[src/hdl/seconds_to_calendar_weekday_unit_defines.svh]
// ----------------------------------------------------------------------------
// Assertion macros for the seconds-to-calendar unit
// Shared assertion forms, clocked on clock and quiet during reset.
// ----------------------------------------------------------------------------
`ifndef SECONDS_TO_CALENDAR_WEEKDAY_UNIT_DEFINES_SVH
`define SECONDS_TO_CALENDAR_WEEKDAY_UNIT_DEFINES_SVH

// same-cycle implication
`define S2CW_ASSERT_NOW(lbl, ante, cons, msg) \
   lbl: assert property (@(posedge clock) disable iff (reset) (ante) |-> (cons)) else $error(msg);

// next-cycle implication
`define S2CW_ASSERT_NEXT(lbl, ante, cons, msg) \
   lbl: assert property (@(posedge clock) disable iff (reset) (ante) |=> (cons)) else $error(msg);

`endif

[src/hdl/s2cw_pkg.sv]
// ----------------------------------------------------------------------------
// s2cw_pkg
// Types, constants and small calendar helpers for the seconds-to-calendar unit.
// ----------------------------------------------------------------------------
`timescale 1ns / 1ps

package s2cw_pkg;

   localparam int unsigned SecsPerDay  = 86400;
   localparam int unsigned SecsPerHour = 3600;
   localparam int unsigned SecsPerMin  = 60;
   localparam int unsigned BaseYear    = 2000;
   localparam int unsigned DaysYear    = 365;
   localparam int unsigned DaysLeap    = 366;
   localparam int unsigned LastMonth   = 11;   // December, zero based
   localparam int unsigned CenturyOff  = 100;  // 2100: the only non-leap year divisible by 4

   localparam int unsigned OpW = 18;

   typedef logic [OpW-1:0] opnd_type;

   typedef enum logic [2:0] {
      ST_IDLE,
      ST_DIV_DAY,
      ST_YEAR,
      ST_MONTH,
      ST_HOUR,
      ST_MIN,
      ST_FINISH
   } state_type;

   // Year offset from 2000 covers 2000..2136; 2000 is a leap century.
   function automatic logic is_leap(logic [7:0] yoff);
      return (yoff[1:0] == 2'b00) && (yoff != 8'(CenturyOff));
   endfunction

   function automatic logic [4:0] month_len(logic [3:0] mon, logic leap);
      logic [4:0] len;
      case (mon)
         4'd1:                    len = leap ? 5'd29 : 5'd28;
         4'd3, 4'd5, 4'd8, 4'd10: len = 5'd30;
         default:                 len = 5'd31;
      endcase
      return len;
   endfunction

   // days mod 7 -> weekday; day zero (2000-01-01) was a Saturday
   function automatic logic [2:0] weekday_of(logic [2:0] days_mod7);
      logic [3:0] v;
      v = {1'b0, days_mod7} + 4'd6;
      return (v >= 4'd7) ? 3'(v - 4'd7) : v[2:0];
   endfunction

endpackage

[src/hdl/seconds_to_calendar_weekday_unit.sv]
// ----------------------------------------------------------------------------
// seconds_to_calendar_weekday_unit
// Converts seconds since 2000-01-01 00:00:00 into date, time and weekday.
// ----------------------------------------------------------------------------
// One item at a time, every arithmetic step through one shared
// subtract/compare unit: restoring division by 86400 (days and
// second-of-day, weekday tracked as days mod 7 on the fly), a walk over
// the years, a walk over the months, restoring division by 3600 for
// hours and by 60 for minutes, then a load into the result register.
// req_tready is high only while the sequencer is idle; the result register
// lets the next item start while the last result waits on rsp_tready.
// ----------------------------------------------------------------------------
`timescale 1ns / 1ps
`include "seconds_to_calendar_weekday_unit_defines.svh"

module seconds_to_calendar_weekday_unit (
   input  logic        clock,
   input  logic        reset,
   input  logic        req_tvalid,
   output logic        req_tready,
   input  logic [31:0] req_tdata,   // [31:0] seconds_count
   output logic        rsp_tvalid,
   input  logic        rsp_tready,
   // [11:0] year, [15:12] month, [20:16] day_of_month, [25:21] hours,
   // [31:26] minutes, [37:32] seconds, [40:38] weekday, [47:41] zero
   output logic [47:0] rsp_tdata
);
   import s2cw_pkg::*;

   state_type   state_ff, state_in;
   logic [3:0]  cnt_ff, cnt_in;
   logic [16:0] rem_ff, rem_in;     // partial remainder, then second-of-day
   logic [15:0] low_ff, low_in;     // low input bits, then day count
   logic [2:0]  wd_ff, wd_in;       // days mod 7
   logic [7:0]  yoff_ff, yoff_in;
   logic [3:0]  mon_ff, mon_in;
   logic [4:0]  hours_ff, hours_in;
   logic [5:0]  min_ff, min_in;
   logic        rsp_valid_ff, rsp_valid_in;
   logic [47:0] rsp_data_ff, rsp_data_in;

   opnd_type    op_a, op_b, diff;
   logic        ge;
   logic        leap;
   logic [3:0]  wd_step;
   logic [11:0] year_out;

   s2cw_sub_unit u_sub (
      .op_a (op_a),
      .op_b (op_b),
      .diff (diff),
      .ge   (ge)
   );

   assign leap     = is_leap(yoff_ff);
   assign wd_step  = {wd_ff, ge};
   assign year_out = 12'(BaseYear) + {4'b0, yoff_ff};

   // operand select for the shared unit
   always_comb begin
      op_a = '0;
      op_b = '0;
      unique case (state_ff)
         ST_DIV_DAY: begin
            op_a = {rem_ff, low_ff[15]};
            op_b = OpW'(SecsPerDay);
         end
         ST_YEAR: begin
            op_a = {2'b0, low_ff};
            op_b = leap ? OpW'(DaysLeap) : OpW'(DaysYear);
         end
         ST_MONTH: begin
            op_a = {2'b0, low_ff};
            op_b = {13'b0, month_len(mon_ff, leap)};
         end
         ST_HOUR: begin
            op_a = {1'b0, rem_ff};
            op_b = OpW'(SecsPerHour) << cnt_ff;
         end
         ST_MIN: begin
            op_a = {1'b0, rem_ff};
            op_b = OpW'(SecsPerMin) << cnt_ff;
         end
         default: begin
            op_a = '0;
            op_b = '0;
         end
      endcase
   end

   always_comb begin
      state_in     = state_ff;
      cnt_in       = cnt_ff;
      rem_in       = rem_ff;
      low_in       = low_ff;
      wd_in        = wd_ff;
      yoff_in      = yoff_ff;
      mon_in       = mon_ff;
      hours_in     = hours_ff;
      min_in       = min_ff;
      rsp_valid_in = rsp_valid_ff & ~rsp_tready;
      rsp_data_in  = rsp_data_ff;
      req_tready   = 1'b0;

      unique case (state_ff)
         ST_IDLE: begin
            req_tready = 1'b1;
            if (req_tvalid) begin
               rem_in   = {1'b0, req_tdata[31:16]};
               low_in   = req_tdata[15:0];
               cnt_in   = 4'd15;
               wd_in    = '0;
               yoff_in  = '0;
               mon_in   = '0;
               hours_in = '0;
               min_in   = '0;
               state_in = ST_DIV_DAY;
            end
         end
         ST_DIV_DAY: begin
            // quotient bits shift into low_ff as the dividend bits shift out
            rem_in = ge ? diff[16:0] : {rem_ff[15:0], low_ff[15]};
            low_in = {low_ff[14:0], ge};
            wd_in  = (wd_step >= 4'd7) ? 3'(wd_step - 4'd7) : wd_step[2:0];
            cnt_in = cnt_ff - 4'd1;
            if (cnt_ff == 4'd0) begin
               state_in = ST_YEAR;
            end
         end
         ST_YEAR: begin
            if (ge) begin
               low_in  = diff[15:0];
               yoff_in = yoff_ff + 8'd1;
            end else begin
               state_in = ST_MONTH;
            end
         end
         ST_MONTH: begin
            if (ge && (mon_ff != 4'(LastMonth))) begin
               low_in = diff[15:0];
               mon_in = mon_ff + 4'd1;
            end else begin
               cnt_in   = 4'd4;
               state_in = ST_HOUR;
            end
         end
         ST_HOUR: begin
            if (ge) begin
               rem_in = diff[16:0];
            end
            hours_in = {hours_ff[3:0], ge};
            cnt_in   = cnt_ff - 4'd1;
            if (cnt_ff == 4'd0) begin
               cnt_in   = 4'd5;
               state_in = ST_MIN;
            end
         end
         ST_MIN: begin
            if (ge) begin
               rem_in = diff[16:0];
            end
            min_in = {min_ff[4:0], ge};
            cnt_in = cnt_ff - 4'd1;
            if (cnt_ff == 4'd0) begin
               state_in = ST_FINISH;
            end
         end
         ST_FINISH: begin
            if (!rsp_valid_ff || rsp_tready) begin
               rsp_valid_in = 1'b1;
               rsp_data_in  = {7'b0, weekday_of(wd_ff), rem_ff[5:0], min_ff, hours_ff,
                               low_ff[4:0] + 5'd1, mon_ff + 4'd1, year_out};
               state_in     = ST_IDLE;
            end
         end
         default: begin
            state_in = ST_IDLE;
         end
      endcase
   end

   always_ff @(posedge clock) begin
      if (reset) begin
         state_ff     <= ST_IDLE;
         rsp_valid_ff <= 1'b0;
      end else begin
         state_ff     <= state_in;
         rsp_valid_ff <= rsp_valid_in;
      end
   end

   always_ff @(posedge clock) begin
      cnt_ff      <= cnt_in;
      rem_ff      <= rem_in;
      low_ff      <= low_in;
      wd_ff       <= wd_in;
      yoff_ff     <= yoff_in;
      mon_ff      <= mon_in;
      hours_ff    <= hours_in;
      min_ff      <= min_in;
      rsp_data_ff <= rsp_data_in;
   end

   assign rsp_tvalid = rsp_valid_ff;
   assign rsp_tdata  = rsp_data_ff;

   `S2CW_ASSERT_NEXT(a_accept_starts_div, req_tvalid && req_tready,
      state_ff == ST_DIV_DAY && cnt_ff == 4'd15,
      "accepted item did not start the day division")
   `S2CW_ASSERT_NEXT(a_finish_loads_rsp,
      state_ff == ST_FINISH && (!rsp_valid_ff || rsp_tready),
      rsp_tvalid && state_ff == ST_IDLE,
      "finished item not loaded into result register")
   `S2CW_ASSERT_NOW(a_month_range, state_ff != ST_IDLE && state_ff != ST_DIV_DAY,
      mon_ff <= 4'(LastMonth), "month walk ran past December")
   `S2CW_ASSERT_NOW(a_year_range, state_ff == ST_MONTH, yoff_ff <= 8'd136,
      "year walk ran past 2136")
   `S2CW_ASSERT_NOW(a_sod_range, state_ff == ST_YEAR, rem_ff < 17'(SecsPerDay),
      "second-of-day out of range after division")

endmodule

[src/hdl/s2cw_sub_unit.sv]
// ----------------------------------------------------------------------------
// s2cw_sub_unit
// Shared subtract-and-compare unit used by every arithmetic step of the sequencer.
// ----------------------------------------------------------------------------
`timescale 1ns / 1ps

module s2cw_sub_unit (
   input  s2cw_pkg::opnd_type op_a,
   input  s2cw_pkg::opnd_type op_b,
   output s2cw_pkg::opnd_type diff,
   output logic               ge
);
   import s2cw_pkg::*;

   logic [OpW:0] full;

   assign full = {1'b0, op_a} - {1'b0, op_b};
   assign diff = full[OpW-1:0];
   assign ge   = ~full[OpW];

endmodule

[config.mk]
export PLATFORM = sky130hd
export DESIGN_NAME = seconds_to_calendar_weekday_unit
export DESIGN_NICKNAME = d
export VERILOG_FILES = /design/src/hdl/s2cw_pkg.sv /design/src/hdl/seconds_to_calendar_weekday_unit.sv /design/src/hdl/s2cw_sub_unit.sv
export VERILOG_INCLUDE_DIRS = /design/src /design/src/hdl
export SDC_FILE = /design/constraint.sdc
export NUM_CORES = 1
export LEC_CHECK = 0
export BUFFER_PORTS_ARGS = -buffer_cell sky130_fd_sc_hd__buf_2
export CORE_MARGIN = 3
export CORE_UTILIZATION = 60
export DETAILED_ROUTE_END_ITERATION = 8
export HOLD_SLACK_MARGIN = 0.03
export PLACE_DENSITY = 0.93
export REMOVE_ABC_BUFFERS = 1
export SLEW_MARGIN = 20
export SYNTH_ARGS = -nofsm -noshare
export SYNTH_HDL_FRONTEND = slang
export SYNTH_SLANG_ARGS = --single-unit
[constraint.sdc]
create_clock -name clock -period 10.8 [get_ports clock]
set_clock_uncertainty 0.1 [all_clocks]
set_input_delay 1.08 -clock clock [delete_from_list [all_inputs] [get_ports clock]]
set_output_delay 1.08 -clock clock [all_outputs]
set_load 0.05 [all_outputs]
### Word level (Yosys, flattened, before mapping)

Index checks and enable logic that the tools add are counted.

| cells by class | value |
|---|---|
| bitwise operators | 3 |
| add/subtract/negate cells | 9 |
| shifts and indexed selects | 2 |
| muxes and demuxes | 42 |
| equal/unequal tests | 23 |
| $lt $le $gt $ge | 2 |
| reduce and logical (&&, ||, !) cells | 29 |

Operator list:

| kind | count |
|---|---|
| $pmux 18 s5 | 1 |
| $pmux 16 s4 | 1 |
| $pmux 18 s3 | 1 |
| $mux 17 | 3 |
| $pmux 17 s3 | 1 |
| $mux 16 | 3 |
| $mux 3 | 10 |
| $pmux 3 s7 | 1 |
| $mux 4 | 5 |
| $sub 18x18->19 | 1 |
| $ne 2x2->1 const B | 9 |
| $shl 12x4->18 const A | 1 |
| $shl 6x4->18 const A | 1 |
| $mux 8 | 2 |
| $pmux 4 s4 | 1 |
| $pmux 8 s2 | 1 |
| $add 11x8->12 const A | 1 |
| $pmux 6 s2 | 1 |
| $reduce_and 3->1 | 4 |
| $pmux 5 s2 | 1 |
| $reduce_bool 2->1 | 5 |
| $eq 3x3->1 const B | 3 |
| $add 8x1->8 const B | 1 |
| $eq 4x4->1 const B | 2 |
| other kinds (36) | 50 |

| storage, ports and cells | value |
|---|---|
| bits of input ports | 36 |
| logic and storage cells | 121 |
| register bits | 108 |
| output and inout bits | 50 |

### Depth between registers and ports, before layout

| depth | value |
|---|---|
| word-level depth | 10 |
| mapped depth | 21 |
| gate-level depth less buffers | 18 |

### Modules after synthesis

Synthesis repeated with hierarchy kept, for this count alone.

| unflattened totals | value |
|---|---|
| cells, all modules | 694 |
| area, all modules | 6920.4 um^2 |

By module, submodules not included:

| module | sequential area each (um^2) | times used | cells an instance | area each (um^2) |
|---|---|---|---|---|
| seconds_to_calendar_weekday_unit | 3173.0 | 1 | 546 | 5856.9 |
| s2cw_sub_unit | 0.0 | 1 | 148 | 1063.5 |

### Worst setup path before layout

No wires, ideal clock.

| timing path | value |
|---|---|
| kind | input to register |
| from | in rsp_tready |
| to | reg rsp_data_ff[0], in the netlist rsp_tdata[0] (enable) |
| required time | 10.163 ns |
| arrival | 4.948 ns |
| setup time | 0.537 ns |
| slack | 5.215 ns |
| stages | 2 |
| path buffers | 0 |
| cells stage by stage | nor2b_1 > nor4_1 |

| on the way | value |
|---|---|
| longest elaborated chain between the ends | 2 |

RTL lines:

| element | RTL line | text |
|---|---|---|
| start: declaration | seconds_to_calendar_weekday_unit.sv:23 | `input logic rsp_tready,` |
| $logic_or 1x1->1 | seconds_to_calendar_weekday_unit.sv:169 | `if (!rsp_valid_ff \|\| rsp_tready) begin` |
| $reduce_and 2->1 (no line) | -- |  |
| end signal: assignment | seconds_to_calendar_weekday_unit.sv:201 | `rsp_data_ff <= rsp_data_in;` |
| end: declaration | seconds_to_calendar_weekday_unit.sv:40 | `logic [47:0] rsp_data_ff, rsp_data_in;` |

Every way passes these cells.
A chain may end at the register's enable or synchronous reset.

### Worst setup path in the final report

| timing path | value |
|---|---|
| from | reg state_ff[2] |
| to | reg wd_ff[1], data pin |

| on the way | value |
|---|---|
| longest elaborated chain between the ends | 8 |
| elaborated cells on any way between the ends | 16 |
| classes of those cells | add/sub: 2; order compare: 1; eq/ne: 5; mux: 4; bitwise: 1; reduce/logical: 3 |

RTL lines:

| element | RTL line | text |
|---|---|---|
| start: declaration | seconds_to_calendar_weekday_unit.sv:30 | `state_type state_ff, state_in;` |
| start signal: assignment | seconds_to_calendar_weekday_unit.sv:187 | `state_ff <= state_in;` |
| $eq 3x3->1 / $eq 3x2->1 (equally long branches) | seconds_to_calendar_weekday_unit.sv:63 | `unique case (state_ff)` |
| $reduce_or 2->1 (no line) | -- |  |
| $pmux 18 s3 | seconds_to_calendar_weekday_unit.sv:63 |  |
| $sub 18x18->19 | s2cw_sub_unit.sv:17 | `assign full = {1'b0, op_a} - {1'b0, op_b};` |
| $not 1->1 | s2cw_sub_unit.sv:19 | `assign ge = ~full[OpW];` |
| $ge 4x3->1 / $sub 3x3->3 (equally long branches) | seconds_to_calendar_weekday_unit.sv:124 | `wd_in = (wd_step >= 4'd7) ? 3'(wd_step - 4'd7) : wd_step[2:0];` |
| $mux 3 | seconds_to_calendar_weekday_unit.sv:124 |  |
| $pmux 3 s2 (*) | seconds_to_calendar_weekday_unit.sv:105 | `unique case (state_ff)` |
| end signal: assignment | seconds_to_calendar_weekday_unit.sv:196 | `wd_ff <= wd_in;` |
| end: declaration | seconds_to_calendar_weekday_unit.sv:34 | `logic [2:0] wd_ff, wd_in;` |

Mark *: on every way between the ends. The rest lies on a longest branch, timed or not.

==> impl_metrics.toml <==
[worst_setup_path]
reg2reg_from = "state_ff[2]"
cp_max_fo = 18
rr_worst_depth = 17
worstPathRequired_ns = 10.80
worstSetupPathType = "reg -> reg"
critPathCaptureType = "flip-flop"
arrival_ns = 5.64
cp-startpoint = "state_ff[2]"
cp-start-kind = "flip-flop"

[sta]
finalSetupTns_ns = 0
worst_slew_pin_slew_ns = 1.08
finalCritPeriodShare_pct = 52.2
timing.fmax_ghz = 0.177
rsz0062_at_grt = "no"
fin_crit_ns = 5.64
setup_violations = 0
slew_headroom_pct = 27.6
hold_viol_final = 0
finalMaxSlewViolations = 0

[synthesis]
synth.distinct_cells = 63
synth_xor_area_share_pct = 3.59
synth_area_sq_um = 6830
synthMuxAreaShare_pct = 2.07
synthArstFlopShare_pct = 0
synth-seq-area-share_pct = 46.4
synth_warnings = 0
synth_top_flop_cell = "edfxtp_1"
synth_top_family_by_area = "compound AO/OA/AOI/OAI gates"
synth_fa_ha_area_share_pct = 7.25
synth_simple_gate_area_share_pct = 17.8
syn_area_per_cell_sq_um = 9.48
netlist_instances = 721
synth_compound_area_share_pct = 18.2
synth_edf_count = 103
synth-seq-cells = 107

[global_routing]
grt_first_pass_wirelength_um = 28400
first_global_vias = 5644
grtUsageTotal_pct = 27.8
antenna_found_initial = 0
met2_usage_pct = 48.2
grt_max_degree = 59
overflow = 0
top_usage_layer = "met2"
met3_usage_pct = 5.45
grtUsageMet1_pct = 34.1

[clocking]
numCtsBuffers = 9
clkTransAtPathRegs_ns = 0.07
cts_tree = "built"
cts_buffer_depth = 2
ctsHoldBuffers = 0
cts.sinks = 107
ctsRootBufferMaster = "clkbuf_16"
post_cts_buffers = 0
cts_resized = 0
clock_latency_ns = 0.36
h-tree-depth = 3

[detailed_routing]
final_antenna_net_count = 0
routed_wl_um = 17700
drtPass1Iterations = 8
vias = 5924
wl_per_cell_um = 19.2
dr.first_iter.drc_count = 654
drc_errors = 0
vias_per_cell = 6.42

[hold_path]
min_path_type = "reg -> reg"
worstHoldStart = "min_ff[5]"
whs_path_depth = 0

[run_status]
status = "finished, final reports clean"

[floorplan]
core_sq_um = 11000
fp-row-count = 38
dieArea_sq_um = 12700
start_util_pct = 62.2
die_y_um = 113
chipWidth_um = 113
ioPinCount = 86

[layout]
finish.net_count = 853
drive_above_1_share_pct = 14.4
syn2layout_area_growth_pct = 11.1
diodes = 0

[placed_design]
portBuffers = 78
routabilityCongestion = 0.955
hpwl_um = 12400

[flow_run]
drv_cap = 0
[flip-flops by register name, indices dropped and copies added, names as in the netlist]
name / flops
rsp_tdata: 40
rem_ff: 17
low_ff: 16
yoff_ff: 8
min_ff: 6
hours_ff: 5
cnt_ff: 4
mon_ff: 4
state_ff: 3
wd_ff: 3
rsp_tvalid: 1
[logic make-up after synthesis]
logic type,count (synthesis)
AND/OR/NAND/NOR,277
XOR/XNOR,28
flip-flops,107
other,1
buffers and inverters,73
adder cells (fa/ha/maj),39
multiplexers,14
AO/OA/AOI/OAI,182
[cells in the final DEF, fill, tap and decap left out, drive strengths merged, types with 12 or more instances in the layout]
cell type  count
a21oi         47
a22o          17
a22oi         16
buf           85
edfxtp       103
ha            38
inv           29
mux2i         13
nand2        100
nand3         21
nor2          97
nor3          12
o21ai         30
xnor2         20
[stage by stage]
step,hold slack [ns],setup slack (ns),std cells,instance area (sq um),util [%]
final,0.323,5.16,923,7590,69.1
after global routing,0.330,4.78,923,7590,69.1
after CTS,0.325,5.29,923,7590,69.1
after detailed placement,0.310,5.33,907,7280,66.2
after global placement,0.304,5.60,907,7280,66.2
after floorplan,0.300,5.22,682,6640,-
[routing by layer]
layer,share of wire [%],wire [um]
met5,0,0
met4,3.4,607
met3,9.1,1620
met2,50,8930
met1,37,6590
[synthesized netlist by cell type (8+ instances only)]
cell	instances	share of area (%)
nand3_1	21	1.5
inv_1	26	1.4
and2_1	10	0.92
ha_1	38	7.0
nor3_1	11	0.81
xor2_1	8	1.0
clkbuf_1	29	1.6
o21ai_0	29	2.1
nand2_1	100	5.5
edfxtp_1	103	45
a31oi_1	9	0.82
a22o_1	17	2.2
nor2_1	97	5.3
mux2i_1	13	1.9
a21oi_1	47	3.4
a22oi_1	16	1.8
nor2b_1	8	0.73
buf_4	9	0.99
o221ai_1	10	1.3
xnor2_1	20	2.6
[worst max-delay path, stage by stage, from the launching register on]
cell	delay, ns
dfxtp_1	0.72
inv_1	0.27
nor2_1	0.77
a21o_1	0.25
nand2_1	0.09
o31a_1	0.16
o32ai_1	0.15
a21oi_1	0.13
ha_1	0.42
and3_1	0.26
a31oi_1	0.23
nand4_1	0.17
o21ai_4	0.54
inv_2	0.28
ha_1	0.28
a21oi_1	0.26
mux2i_1	0.24
nor2_1	0.05
[worst paths after layout]
check / endpoint / slack [ns]
hold reg to reg: rsp_tdata[31] / 0.32
hold / removal: rsp_tdata[31] / 0.32
setup / recovery: wd_ff[1] / 5.16
setup reg to reg: wd_ff[1] / 5.16
[area by class of cell]
type                    instances  area, sq um
clock buffers                   9          225
inverters                      28          105
well taps                     140          175
fillers                       784         3390
flip-flops and latches        107         3170
repair buffers                 85          443
clock inverters                 7         86.3
multi-input cells             547         3380
Power is not shown: default switching activity piles up to over one toggle a cycle in this logic, so the estimate is an artifact.
